===== src/rtl/rtd_pkg.sv =====
// ----------------------------------------------------------------------------
// rtd_pkg
// Shared types, constants and decode helpers for the Rice tile decoder.
// ----------------------------------------------------------------------------
package rtd_pkg;

   localparam int unsigned CSR_DATA_W = 21;
   localparam int unsigned CSR_IDX_W  = 2;

   localparam logic [CSR_IDX_W-1:0] REG_PIXEL_SIZE  = 2'd0;
   localparam logic [CSR_IDX_W-1:0] REG_BLOCK_SIZE  = 2'd1;
   localparam logic [CSR_IDX_W-1:0] REG_TILE_PIXELS = 2'd2;
   localparam logic [CSR_IDX_W-1:0] REG_COMP_LENGTH = 2'd3;

   localparam logic [16:0] TILE_PIXELS_CAP = 17'd65536;
   localparam logic [21:0] PADDING_BYTES   = 22'd16;

   localparam logic [1:0] ST_OK      = 2'd0;
   localparam logic [1:0] ST_OVERRUN = 2'd1;
   localparam logic [1:0] ST_SHORT   = 2'd2;

   typedef enum logic [2:0] {
      PH_HEADER,
      PH_FIRST,
      PH_FS,
      PH_ZERO,
      PH_SPLIT,
      PH_RAW,
      PH_DONE
   } phase_type;

   typedef enum logic [1:0] {
      CTL_IDLE,
      CTL_STEP,
      CTL_FLUSH
   } ctl_state_type;

   typedef struct packed {
      logic [7:0] data_byte;
      logic       start_of_tile;
   } req_payload_type;

   typedef struct packed {
      logic [31:0] pixel_value;
      logic [6:0]  run_length;
      logic        last_for_byte;
      logic        tile_done;
      logic [1:0]  status;
   } rsp_payload_type;

   typedef struct packed {
      logic load;
      logic step;
      logic flush;
   } ctl_cmd_type;

   typedef struct packed {
      logic can_run;
      logic step_emits;
      logic pend_valid;
   } dp_status_type;

   typedef struct packed {
      phase_type          phase;
      logic [2:0]         hdr_cnt;
      logic [2:0]         raw_cnt;
      logic [31:0]        bit_buf;
      logic signed [6:0]  held;
      logic [31:0]        prev;
      logic [16:0]        pix_done;
      logic [6:0]         block_left;
      logic [4:0]         split;
      logic [31:0]        zero_cnt;
      logic [21:0]        bytes;
      logic [63:0]        raw_acc;
      logic [1:0]         t_code;
      logic [6:0]         t_block;
      logic [16:0]        t_pixels;
      logic [20:0]        t_len;
   } dec_state_type;

   typedef struct packed {
      dec_state_type   st;
      logic            ev;
      rsp_payload_type er;
   } dec_work_type;

   function automatic logic [31:0] low_bits(input logic signed [6:0] n);
      logic [31:0] r;
      if (n <= 7'sd0) begin
         r = '0;
      end else if (n >= 7'sd32) begin
         r = '1;
      end else begin
         r = (32'd1 << n[4:0]) - 32'd1;
      end
      return r;
   endfunction

   function automatic logic [2:0] pix_bytes(input logic [1:0] code);
      return (code == 2'd0) ? 3'd1 : ((code == 2'd1) ? 3'd2 : 3'd4);
   endfunction

   function automatic logic signed [6:0] fs_width(input logic [1:0] code);
      return (code == 2'd0) ? 7'sd3 : ((code == 2'd1) ? 7'sd4 : 7'sd5);
   endfunction

   function automatic logic [4:0] fs_top(input logic [1:0] code);
      return (code == 2'd0) ? 5'd6 : ((code == 2'd1) ? 5'd14 : 5'd25);
   endfunction

   function automatic logic [31:0] pix_mask(input logic [1:0] code);
      return (code == 2'd0) ? 32'h0000_00FF :
             ((code == 2'd1) ? 32'h0000_FFFF : 32'hFFFF_FFFF);
   endfunction

   function automatic logic [5:0] bit_len(input logic [31:0] v);
      logic [5:0] n;
      n = '0;
      for (int i = 0; i < 32; i++) begin
         if (v[i]) n = 6'(i + 1);
      end
      return n;
   endfunction

   function automatic dec_work_type emit(input dec_work_type w, input logic [31:0] pix,
                                         input logic [6:0] run, input logic done,
                                         input logic [1:0] st);
      dec_work_type r;
      r = w;
      r.ev = 1'b1;
      r.er.pixel_value = pix;
      r.er.run_length = run;
      r.er.last_for_byte = 1'b0;
      r.er.tile_done = done;
      r.er.status = st;
      return r;
   endfunction

   function automatic dec_work_type mark_end(input dec_work_type w, input logic [1:0] st);
      dec_work_type r;
      r = w;
      if (r.ev) begin
         r.er.tile_done = 1'b1;
         r.er.status = st;
      end else begin
         r = emit(r, 32'd0, 7'd0, 1'b1, st);
      end
      r.st.phase = PH_DONE;
      return r;
   endfunction

   function automatic dec_work_type put_pixel(input dec_work_type w, input logic [31:0] diff);
      dec_work_type r;
      logic [31:0] d;
      r = w;
      d = (diff >> 1) ^ (32'd0 - {31'd0, diff[0]});
      r.st.prev = (d + r.st.prev) & pix_mask(r.st.t_code);
      r = emit(r, r.st.prev, 7'd1, 1'b0, ST_OK);
      return r;
   endfunction

   function automatic dec_work_type start_block(input dec_work_type w);
      dec_work_type r;
      r = w;
      r.st.held = $signed(r.st.held) - fs_width(r.st.t_code);
      r.st.phase = PH_FS;
      return r;
   endfunction

   function automatic dec_work_type start_pixel(input dec_work_type w);
      dec_work_type r;
      r = w;
      if (r.st.split == fs_top(r.st.t_code)) begin
         r.st.raw_acc = {32'd0, r.st.bit_buf};
         r.st.raw_cnt = '0;
         r.st.phase = PH_RAW;
      end else begin
         r.st.zero_cnt = '0;
         r.st.phase = PH_ZERO;
      end
      return r;
   endfunction

   function automatic dec_work_type end_block(input dec_work_type w);
      dec_work_type r;
      r = w;
      if (r.st.bytes > {1'b0, r.st.t_len}) begin
         r = mark_end(r, ST_OVERRUN);
      end else if (r.st.pix_done >= r.st.t_pixels) begin
         r = mark_end(r, ST_OK);
      end else begin
         r = start_block(r);
      end
      return r;
   endfunction

   function automatic dec_work_type end_pixel(input dec_work_type w);
      dec_work_type r;
      r = w;
      r.st.pix_done = r.st.pix_done + 17'd1;
      if (r.st.block_left != 7'd0) r.st.block_left = r.st.block_left - 7'd1;
      if (r.st.block_left == 7'd0) begin
         r = end_block(r);
      end else begin
         r = start_pixel(r);
      end
      return r;
   endfunction

endpackage


===== src/rtl/rtd_datapath.sv =====
// ----------------------------------------------------------------------------
// rtd_datapath
// Bit buffer, running pixel, tile counters, registers and the pending result.
// ----------------------------------------------------------------------------
module rtd_datapath (
   input  logic                            clock,
   input  logic                            reset,
   input  rtd_pkg::ctl_cmd_type            cmd,
   input  rtd_pkg::req_payload_type        req_payload,
   input  logic                            csr_wr_en,
   input  logic [rtd_pkg::CSR_IDX_W-1:0]   csr_index,
   input  logic [rtd_pkg::CSR_DATA_W-1:0]  csr_wdata,
   output rtd_pkg::dp_status_type          status,
   output rtd_pkg::rsp_payload_type        pend_result
);

   logic [1:0]               cfg_code_ff;
   logic [6:0]               cfg_block_ff;
   logic [16:0]              cfg_pixels_ff;
   logic [20:0]              cfg_len_ff;
   rtd_pkg::dec_state_type   st_ff;
   rtd_pkg::dec_state_type   st_in;
   rtd_pkg::rsp_payload_type pend_ff;
   rtd_pkg::rsp_payload_type pend_in;
   logic                     pend_v_ff;
   logic                     pend_v_in;
   rtd_pkg::dec_work_type    ld_w;
   rtd_pkg::dec_work_type    sp_w;

   // configuration registers
   always_ff @(posedge clock) begin
      if (reset) begin
         cfg_code_ff   <= 2'd1;
         cfg_block_ff  <= 7'd32;
         cfg_pixels_ff <= 17'd1024;
         cfg_len_ff    <= 21'd0;
      end else if (csr_wr_en) begin
         unique case (csr_index)
            rtd_pkg::REG_PIXEL_SIZE:  cfg_code_ff   <= csr_wdata[1:0];
            rtd_pkg::REG_BLOCK_SIZE:  cfg_block_ff  <= csr_wdata[6:0];
            rtd_pkg::REG_TILE_PIXELS: cfg_pixels_ff <= csr_wdata[16:0];
            rtd_pkg::REG_COMP_LENGTH: cfg_len_ff    <= csr_wdata[20:0];
            default: ;
         endcase
      end
   end

   // byte intake
   always_comb begin
      logic        skip;
      logic [31:0] diff;
      logic [63:0] shifted;
      ld_w = '0;
      ld_w.st = st_ff;
      skip = 1'b0;
      diff = '0;
      shifted = '0;
      if (req_payload.start_of_tile) begin
         ld_w.st.phase = rtd_pkg::PH_HEADER;
         ld_w.st.hdr_cnt = '0;
      end
      if (ld_w.st.phase != rtd_pkg::PH_DONE) begin
         if (ld_w.st.phase == rtd_pkg::PH_HEADER && ld_w.st.hdr_cnt == 3'd0) begin
            ld_w.st.t_code = (cfg_code_ff > 2'd2) ? 2'd2 : cfg_code_ff;
            ld_w.st.t_block = (cfg_block_ff == 7'd0) ? 7'd1 : cfg_block_ff;
            ld_w.st.t_pixels = (cfg_pixels_ff > rtd_pkg::TILE_PIXELS_CAP) ?
                               rtd_pkg::TILE_PIXELS_CAP : cfg_pixels_ff;
            ld_w.st.t_len = cfg_len_ff;
            ld_w.st.bit_buf = '0;
            ld_w.st.held = '0;
            ld_w.st.prev = '0;
            ld_w.st.pix_done = '0;
            ld_w.st.block_left = '0;
            ld_w.st.split = '0;
            ld_w.st.zero_cnt = '0;
            ld_w.st.bytes = '0;
            if (ld_w.st.t_len < {18'd0, rtd_pkg::pix_bytes(ld_w.st.t_code)}) begin
               ld_w = rtd_pkg::emit(ld_w, 32'd0, 7'd0, 1'b1, rtd_pkg::ST_SHORT);
               ld_w.st.phase = rtd_pkg::PH_DONE;
               skip = 1'b1;
            end
         end
         if (!skip) begin
            ld_w.st.bytes = ld_w.st.bytes + 22'd1;
            if (ld_w.st.phase != rtd_pkg::PH_HEADER &&
                ld_w.st.bytes > ({1'b0, ld_w.st.t_len} + rtd_pkg::PADDING_BYTES)) begin
               ld_w = rtd_pkg::mark_end(ld_w, rtd_pkg::ST_OVERRUN);
            end else begin
               unique case (ld_w.st.phase)
                  rtd_pkg::PH_HEADER: begin
                     ld_w.st.prev = {ld_w.st.prev[23:0], req_payload.data_byte};
                     ld_w.st.hdr_cnt = ld_w.st.hdr_cnt + 3'd1;
                     if (ld_w.st.hdr_cnt >= rtd_pkg::pix_bytes(ld_w.st.t_code)) begin
                        if (ld_w.st.t_pixels == 17'd0) begin
                           ld_w = rtd_pkg::mark_end(ld_w, rtd_pkg::ST_OK);
                        end else begin
                           ld_w.st.phase = rtd_pkg::PH_FIRST;
                        end
                     end
                  end
                  rtd_pkg::PH_FIRST: begin
                     ld_w.st.bit_buf = {24'd0, req_payload.data_byte};
                     ld_w.st.held = 7'sd8;
                     ld_w = rtd_pkg::start_block(ld_w);
                  end
                  rtd_pkg::PH_FS, rtd_pkg::PH_SPLIT: begin
                     ld_w.st.bit_buf = {ld_w.st.bit_buf[23:0], req_payload.data_byte};
                     ld_w.st.held = $signed(ld_w.st.held) + 7'sd8;
                  end
                  rtd_pkg::PH_ZERO: begin
                     ld_w.st.zero_cnt = ld_w.st.zero_cnt +
                                        {{25{ld_w.st.held[6]}}, ld_w.st.held};
                     ld_w.st.bit_buf = {24'd0, req_payload.data_byte};
                     ld_w.st.held = 7'sd8;
                  end
                  rtd_pkg::PH_RAW: begin
                     ld_w.st.raw_acc = {ld_w.st.raw_acc[55:0], req_payload.data_byte};
                     ld_w.st.raw_cnt = ld_w.st.raw_cnt + 3'd1;
                     if (ld_w.st.raw_cnt >= rtd_pkg::pix_bytes(ld_w.st.t_code)) begin
                        shifted = ld_w.st.raw_acc >> ld_w.st.held[5:0];
                        diff = shifted[31:0] & rtd_pkg::pix_mask(ld_w.st.t_code);
                        ld_w.st.bit_buf = ld_w.st.raw_acc[31:0] &
                                          rtd_pkg::low_bits(ld_w.st.held);
                        ld_w = rtd_pkg::put_pixel(ld_w, diff);
                        ld_w = rtd_pkg::end_pixel(ld_w);
                     end
                  end
                  default: ;
               endcase
            end
         end
      end
   end

   // one decode step on buffered bits
   always_comb begin
      logic [31:0] code;
      logic [16:0] left;
      logic [5:0]  len;
      logic [31:0] diff;
      sp_w = '0;
      sp_w.st = st_ff;
      code = '0;
      left = '0;
      len = '0;
      diff = '0;
      unique case (st_ff.phase)
         rtd_pkg::PH_FS: begin
            code = sp_w.st.bit_buf >> sp_w.st.held[5:0];
            left = sp_w.st.t_pixels - sp_w.st.pix_done;
            sp_w.st.bit_buf = sp_w.st.bit_buf & rtd_pkg::low_bits(sp_w.st.held);
            sp_w.st.block_left = ({10'd0, sp_w.st.t_block} < left) ?
                                 sp_w.st.t_block : left[6:0];
            if (code == 32'd0) begin
               sp_w = rtd_pkg::emit(sp_w, sp_w.st.prev, sp_w.st.block_left, 1'b0,
                                    rtd_pkg::ST_OK);
               sp_w.st.pix_done = sp_w.st.pix_done + {10'd0, sp_w.st.block_left};
               sp_w.st.block_left = '0;
               sp_w = rtd_pkg::end_block(sp_w);
            end else begin
               sp_w.st.split = code[4:0] - 5'd1;
               sp_w = rtd_pkg::start_pixel(sp_w);
            end
         end
         rtd_pkg::PH_ZERO: begin
            len = rtd_pkg::bit_len(sp_w.st.bit_buf);
            sp_w.st.zero_cnt = sp_w.st.zero_cnt +
               {{25{sp_w.st.held[6] ^ 1'b0}}, 7'($signed(sp_w.st.held) - $signed({1'b0, len}))};
            sp_w.st.held = $signed({1'b0, len}) - 7'sd1;
            sp_w.st.bit_buf = sp_w.st.bit_buf ^ (32'd1 << sp_w.st.held[4:0]);
            sp_w.st.held = $signed(sp_w.st.held) - $signed({2'b0, sp_w.st.split});
            sp_w.st.phase = rtd_pkg::PH_SPLIT;
         end
         rtd_pkg::PH_SPLIT: begin
            diff = (sp_w.st.zero_cnt << sp_w.st.split) |
                   (sp_w.st.bit_buf >> sp_w.st.held[5:0]);
            sp_w.st.bit_buf = sp_w.st.bit_buf & rtd_pkg::low_bits(sp_w.st.held);
            sp_w = rtd_pkg::put_pixel(sp_w, diff);
            sp_w = rtd_pkg::end_pixel(sp_w);
         end
         default: ;
      endcase
   end

   always_comb begin
      st_in = st_ff;
      pend_in = pend_ff;
      pend_v_in = pend_v_ff;
      if (cmd.load) begin
         st_in = ld_w.st;
         if (ld_w.ev) begin
            pend_in = ld_w.er;
            pend_v_in = 1'b1;
         end
      end else if (cmd.step) begin
         st_in = sp_w.st;
         if (sp_w.ev) begin
            pend_in = sp_w.er;
            pend_v_in = 1'b1;
         end
      end else if (cmd.flush) begin
         pend_v_in = 1'b0;
      end
   end

   always_ff @(posedge clock) begin
      if (reset) begin
         // all zero puts the phase at PH_HEADER with no header byte seen
         st_ff <= '0;
         pend_v_ff <= 1'b0;
      end else begin
         st_ff <= st_in;
         pend_v_ff <= pend_v_in;
      end
   end

   always_ff @(posedge clock) begin
      pend_ff <= pend_in;
   end

   // a negative count means the field under decode still lacks bits
   logic held_nonneg;
   assign held_nonneg = !st_ff.held[6];

   assign status.can_run = (st_ff.phase == rtd_pkg::PH_FS && held_nonneg) ||
                           (st_ff.phase == rtd_pkg::PH_ZERO && st_ff.bit_buf != 32'd0) ||
                           (st_ff.phase == rtd_pkg::PH_SPLIT && held_nonneg);
   assign status.step_emits = sp_w.ev;
   assign status.pend_valid = pend_v_ff;
   assign pend_result = pend_ff;

endmodule


===== src/rtl/rtd_ctrl.sv =====
// ----------------------------------------------------------------------------
// rtd_ctrl
// Sequences byte intake, decode steps and result delivery; owns the output
// register.
// ----------------------------------------------------------------------------
module rtd_ctrl (
   input  logic                     clock,
   input  logic                     reset,
   input  logic                     req_valid,
   output logic                     req_stall,
   output logic                     rsp_valid,
   input  logic                     rsp_stall,
   output rtd_pkg::rsp_payload_type rsp_payload,
   input  rtd_pkg::dp_status_type   status,
   input  rtd_pkg::rsp_payload_type pend_result,
   output rtd_pkg::ctl_cmd_type     cmd
);

   rtd_pkg::ctl_state_type   state_ff;
   rtd_pkg::ctl_state_type   state_in;
   logic                     rsp_valid_ff;
   rtd_pkg::rsp_payload_type rsp_data_ff;
   logic                     out_free;
   logic                     push;
   logic                     push_last;

   assign out_free = !rsp_valid_ff || !rsp_stall;

   always_ff @(posedge clock) begin
      if (reset) begin
         state_ff <= rtd_pkg::CTL_IDLE;
      end else begin
         state_ff <= state_in;
      end
   end

   always_comb begin
      state_in = state_ff;
      cmd = '0;
      push = 1'b0;
      push_last = 1'b0;
      unique case (state_ff)
         rtd_pkg::CTL_IDLE: begin
            if (req_valid) begin
               cmd.load = 1'b1;
               state_in = rtd_pkg::CTL_STEP;
            end
         end
         rtd_pkg::CTL_STEP: begin
            if (status.can_run) begin
               // a new result displaces the pending one; hold if nowhere to go
               if (!(status.step_emits && status.pend_valid) || out_free) begin
                  cmd.step = 1'b1;
                  push = status.step_emits && status.pend_valid;
               end
            end else begin
               state_in = rtd_pkg::CTL_FLUSH;
            end
         end
         rtd_pkg::CTL_FLUSH: begin
            if (!status.pend_valid) begin
               state_in = rtd_pkg::CTL_IDLE;
            end else if (out_free) begin
               push = 1'b1;
               push_last = 1'b1;
               cmd.flush = 1'b1;
               state_in = rtd_pkg::CTL_IDLE;
            end
         end
         default: state_in = rtd_pkg::CTL_IDLE;
      endcase
   end

   always_ff @(posedge clock) begin
      if (reset) begin
         rsp_valid_ff <= 1'b0;
      end else if (push) begin
         rsp_valid_ff <= 1'b1;
      end else if (!rsp_stall) begin
         rsp_valid_ff <= 1'b0;
      end
   end

   always_ff @(posedge clock) begin
      if (push) begin
         rsp_data_ff <= {pend_result.pixel_value, pend_result.run_length, push_last,
                         pend_result.tile_done, pend_result.status};
      end
   end

   assign req_stall = (state_ff != rtd_pkg::CTL_IDLE);
   assign rsp_valid = rsp_valid_ff;
   assign rsp_payload = rsp_data_ff;

endmodule


===== src/rtl/rice_tile_decoder_core.sv =====
// ----------------------------------------------------------------------------
// rice_tile_decoder_core
// Rice tile decoder: compressed bytes in, decoded pixels and runs out.
//
//   channel  direction  handshake            beat
//   req_     in         req_valid/req_stall  one compressed byte
//   rsp_     out        rsp_valid/rsp_stall  one pixel or run result
//   csr_     in         csr_wr_en            one register write
//
// A byte is loaded, then runs each decode step it triggers (one code, one
// unary scan or one split field each) in the shared step unit, then flushes.
// Results leave through a single output register; a stalled output holds
// the step unit only when a new result would need the pending slot.
// Reset is synchronous; the first byte after reset starts a tile.
// ----------------------------------------------------------------------------
module rice_tile_decoder_core (
   input  logic                            clock,
   input  logic                            reset,
   input  logic                            req_valid,
   output logic                            req_stall,
   input  rtd_pkg::req_payload_type        req_payload,
   output logic                            rsp_valid,
   input  logic                            rsp_stall,
   output rtd_pkg::rsp_payload_type        rsp_payload,
   input  logic                            csr_wr_en,
   input  logic [rtd_pkg::CSR_IDX_W-1:0]   csr_index,
   input  logic [rtd_pkg::CSR_DATA_W-1:0]  csr_wdata
);

   rtd_pkg::ctl_cmd_type     cmd;
   rtd_pkg::dp_status_type   status;
   rtd_pkg::rsp_payload_type pend_result;

   rtd_datapath u_datapath (
      .clock       (clock),
      .reset       (reset),
      .cmd         (cmd),
      .req_payload (req_payload),
      .csr_wr_en   (csr_wr_en),
      .csr_index   (csr_index),
      .csr_wdata   (csr_wdata),
      .status      (status),
      .pend_result (pend_result)
   );

   rtd_ctrl u_ctrl (
      .clock       (clock),
      .reset       (reset),
      .req_valid   (req_valid),
      .req_stall   (req_stall),
      .rsp_valid   (rsp_valid),
      .rsp_stall   (rsp_stall),
      .rsp_payload (rsp_payload),
      .status      (status),
      .pend_result (pend_result),
      .cmd         (cmd)
   );

endmodule


===== config.mk =====
export PLATFORM = sky130hd
export DESIGN_NAME = rice_tile_decoder_core
export DESIGN_NICKNAME = d
export VERILOG_FILES = /design/src/rtl/rtd_pkg.sv /design/src/rtl/rtd_datapath.sv /design/src/rtl/rtd_ctrl.sv /design/src/rtl/rice_tile_decoder_core.sv
export SDC_FILE = /design/constraint.sdc
export NUM_CORES = 2
export LEC_CHECK = 0
export BUFFER_PORTS_ARGS = -buffer_cell sky130_fd_sc_hd__clkbuf_2
export CAP_MARGIN = 20
export CORE_ASPECT_RATIO = 0.8
export CORE_MARGIN = 3
export CORE_UTILIZATION = 48
export DETAILED_ROUTE_END_ITERATION = 8
export SYNTH_ARGS = -nofsm -noshare
export SYNTH_HDL_FRONTEND = slang
export SYNTH_HIERARCHICAL = 1
export SYNTH_SLANG_ARGS = --single-unit
export TNS_END_PERCENT = 5

===== constraint.sdc =====
create_clock -name clock -period 15.8 [get_ports clock]
set_input_delay 1.58 -clock clock [delete_from_list [all_inputs] [get_ports clock]]
set_output_delay 1.58 -clock clock [all_outputs]
set_load 0.005 [all_outputs]

==> results.yml <==
status:
  status: "complete, but fails checks"
  failed_checks: "DRC"
sta:
  maxSlewHeadroom_pct: 11.8
  fin_crit_ps: 9650
  fmax_ghz: 0.104
  tightest_slew_ps: 1310
  fin_skew_ps: 26.0
  rsz0062_at_grt: "no"
  setup_viol: 0
  hold_violations: 0
  period_share_pct: 61.1
  finalSetupTns_ps: 0
  final_max_slew_viol_count: 0
power:
  power_frac_seq_pct: 17.3
  switchingPower_mw: 4.83
  swShare_pct: 56.0
  leakagePower_nw: 18.6
  power.density_mw_per_mm2: 186
  vdd_drop_max_uv: 128
  design_power_total_mw: 8.62
  comb_power_share_pct: 68.5
  p_clk_share_pct: 14.1
  power.internal_mw: 3.79
placement:
  dp_hpwl_um: 137000
  gp_congestion: 1.04
  port_buffers: 81
global_routing:
  grt_first_pass_wirelength_um: 275000
  antenna_found_initial: 8
  grt_use_total_pct: 38.2
  grt_remaining_overflow: 0
  grt_max_degree: 134
  grt_pass1_vias: 41600
clock_tree:
  path_clk_slew_ps: 60
  worstSkewPairLatency_ps: 640
  h-tree-depth: 2
  postCtsSetupBuffers: 0
  ctsRootBufferMaster: "clkbuf_16"
  post_cts_resized: 0
  ctsHoldBuffers: 0
  numCtsBuffers: 49
  max-clock-path-buffers: 3
  cts_tree: "yes"
  cts.sinks: 402
layout:
  drive_gt1_share_pct: 8.61
  final_nets: 5946
  syn2layout_area_growth_pct: 7.53
  fill_cells: 8649
floorplanning:
  die_area_sq_mm: 0.0933
  ios: 82
  row_count: 97
  core_area_sq_mm: 0.0882
  die_y_um: 274
  die_w_um: 341
  initial_core_util_pct: 48.8
worst_hold_path:
  holdCritPathClass: "flop to flop"
worst_setup_path:
  cp_data_required_time_ps: 16340
  arrival_ps: 10190
  worst_path_largest_cell_delay_ps: 990
  end_kind: "flop"
  cp_max_fo: 66
  start_kind: "primary input"
  slowest_stage: "nor2_1"
  crit_type: "primary input to flop"
synthesis:
  netlist_area_sq_mm: 0.0430
  synth.avg_cell_area_sq_um: 7.53
  synth_fp_nets: 6082
  yosys_warnings: 6
  syn_inst: 5717
drt:
  avgViaCountPerCell: 6.86
  drtIter0Drc: 7416
  routedWlPerCell_um: 27.3
  routed_wl_um: 186000
  vias: 46700
  drt_first_pass_iters: 9
  drc_errors: 6
  drtAntennaViolNets: 0
flow_run:
  cap_violations: 0
## worst paths after layout
| path | from | end | slack, ps | cells past startpoint |
|---|---|---|---|---|
| worst max-delay path | req_payload[0] | u_datapath/st_ff[257] | 6150 | 26 |
| worst min-delay path | u_datapath/pend_result[26] | u_ctrl/rsp_payload[26] | 410 | 0 |
| worst max register to register | u_datapath/st_ff[177] | u_datapath/st_ff[228] | 6310 | 40 |
| worst min register to register | u_datapath/pend_result[26] | u_ctrl/rsp_payload[26] | 410 | 0 |
## cells in the final DEF (no fill, tap or decap), drive strengths merged, types with 39 or more instances in the layout
cell type	n
nand2	681
edfxtp	85
ha	318
a211oi	97
dfxtp	317
nor2b	57
o21a	39
a31oi	73
xor2	115
nand3	124
nor2	509
a21o	98
mux4	66
a22oi	123
inv	196
and2	91
and3	41
o21ai	365
nor3	119
clkbuf	145
o22ai	82
a21oi	510
mux2i	227
nor4	39
nand2b	52
xnor2	156
buf	138
o211ai	63
## worst max-delay path: cells and delay by family
kind                       cells  cell delay (ps)
and+or+nand+nor                9             3920
buffers and inverters          4             1410
xor gates and xnor gates       1              170
adders and majority gates      2              700
AOI/OAI and AO/OA             10             2350
## per-layer routing
layer  wire, um  share of wire [%]  GRT usage (%)  up-vias
li1           -                  -              -    21000
met1      82300                 44           57.2    22100
met2      69200                 37           49.4     3228
met3      28000                 15           13.8      438
met4       6520                3.5           11.8        2
met5         77              0.041          0.625        -
## registers in the layout, indices dropped and copies added, names as in the netlist
| signal | cells |
|---|---|
| u_datapath/cfg_pixels_ff | 17 |
| u_datapath/pend_result | 42 |
| u_datapath/st_ff | 266 |
| u_ctrl/rsp_valid | 1 |
| u_datapath/cfg_code_ff | 2 |
| u_ctrl/state_ff | 2 |
| u_datapath/pend_v_ff | 1 |
| u_ctrl/rsp_payload | 43 |
| u_datapath/cfg_block_ff | 7 |
| u_datapath/cfg_len_ff | 21 |
## power by group through the flow
stage / clock network (mW) / logic, mW / registers (mW)
6_report: 1.22 / 5.91 / 1.49
2_1_floorplan: 0 / 3.88 / 1.34
5_1_grt: 1.27 / 6.25 / 1.50
4_1_cts: 1.23 / 5.64 / 1.47
3_3_place_gp: 0 / 5.60 / 1.49
3_5_place_dp: 0 / 5.60 / 1.49
## through the flow
step | area [sq um] | setup WS [ps] | util [%] | instances | hold slack [ps]
floorplan | 43000 | 5050 | - | 5717 | 400
global placement | 44600 | 6120 | 50.5 | 6713 | 403
detailed placement | 44600 | 5920 | 50.5 | 6714 | 405
CTS | 46200 | 6400 | 52.4 | 6804 | 411
global route | 46300 | 5560 | 52.5 | 6810 | 422
finish | 46300 | 6150 | 52.5 | 6814 | 409
## layout make-up
cell class,instances,area (sq um),share of cell area (%)
multi-input cells,4711,32000,69.1
flip-flops and latches,402,8910,19.3
well taps,1188,1490,3.21
repair buffers,221,1470,3.18
clock buffers,62,1370,2.95
inverters,196,736,1.59
clock inverters,28,325,0.703
diodes,6,15.0,0.0324
Power figures use the tool's default switching activity.
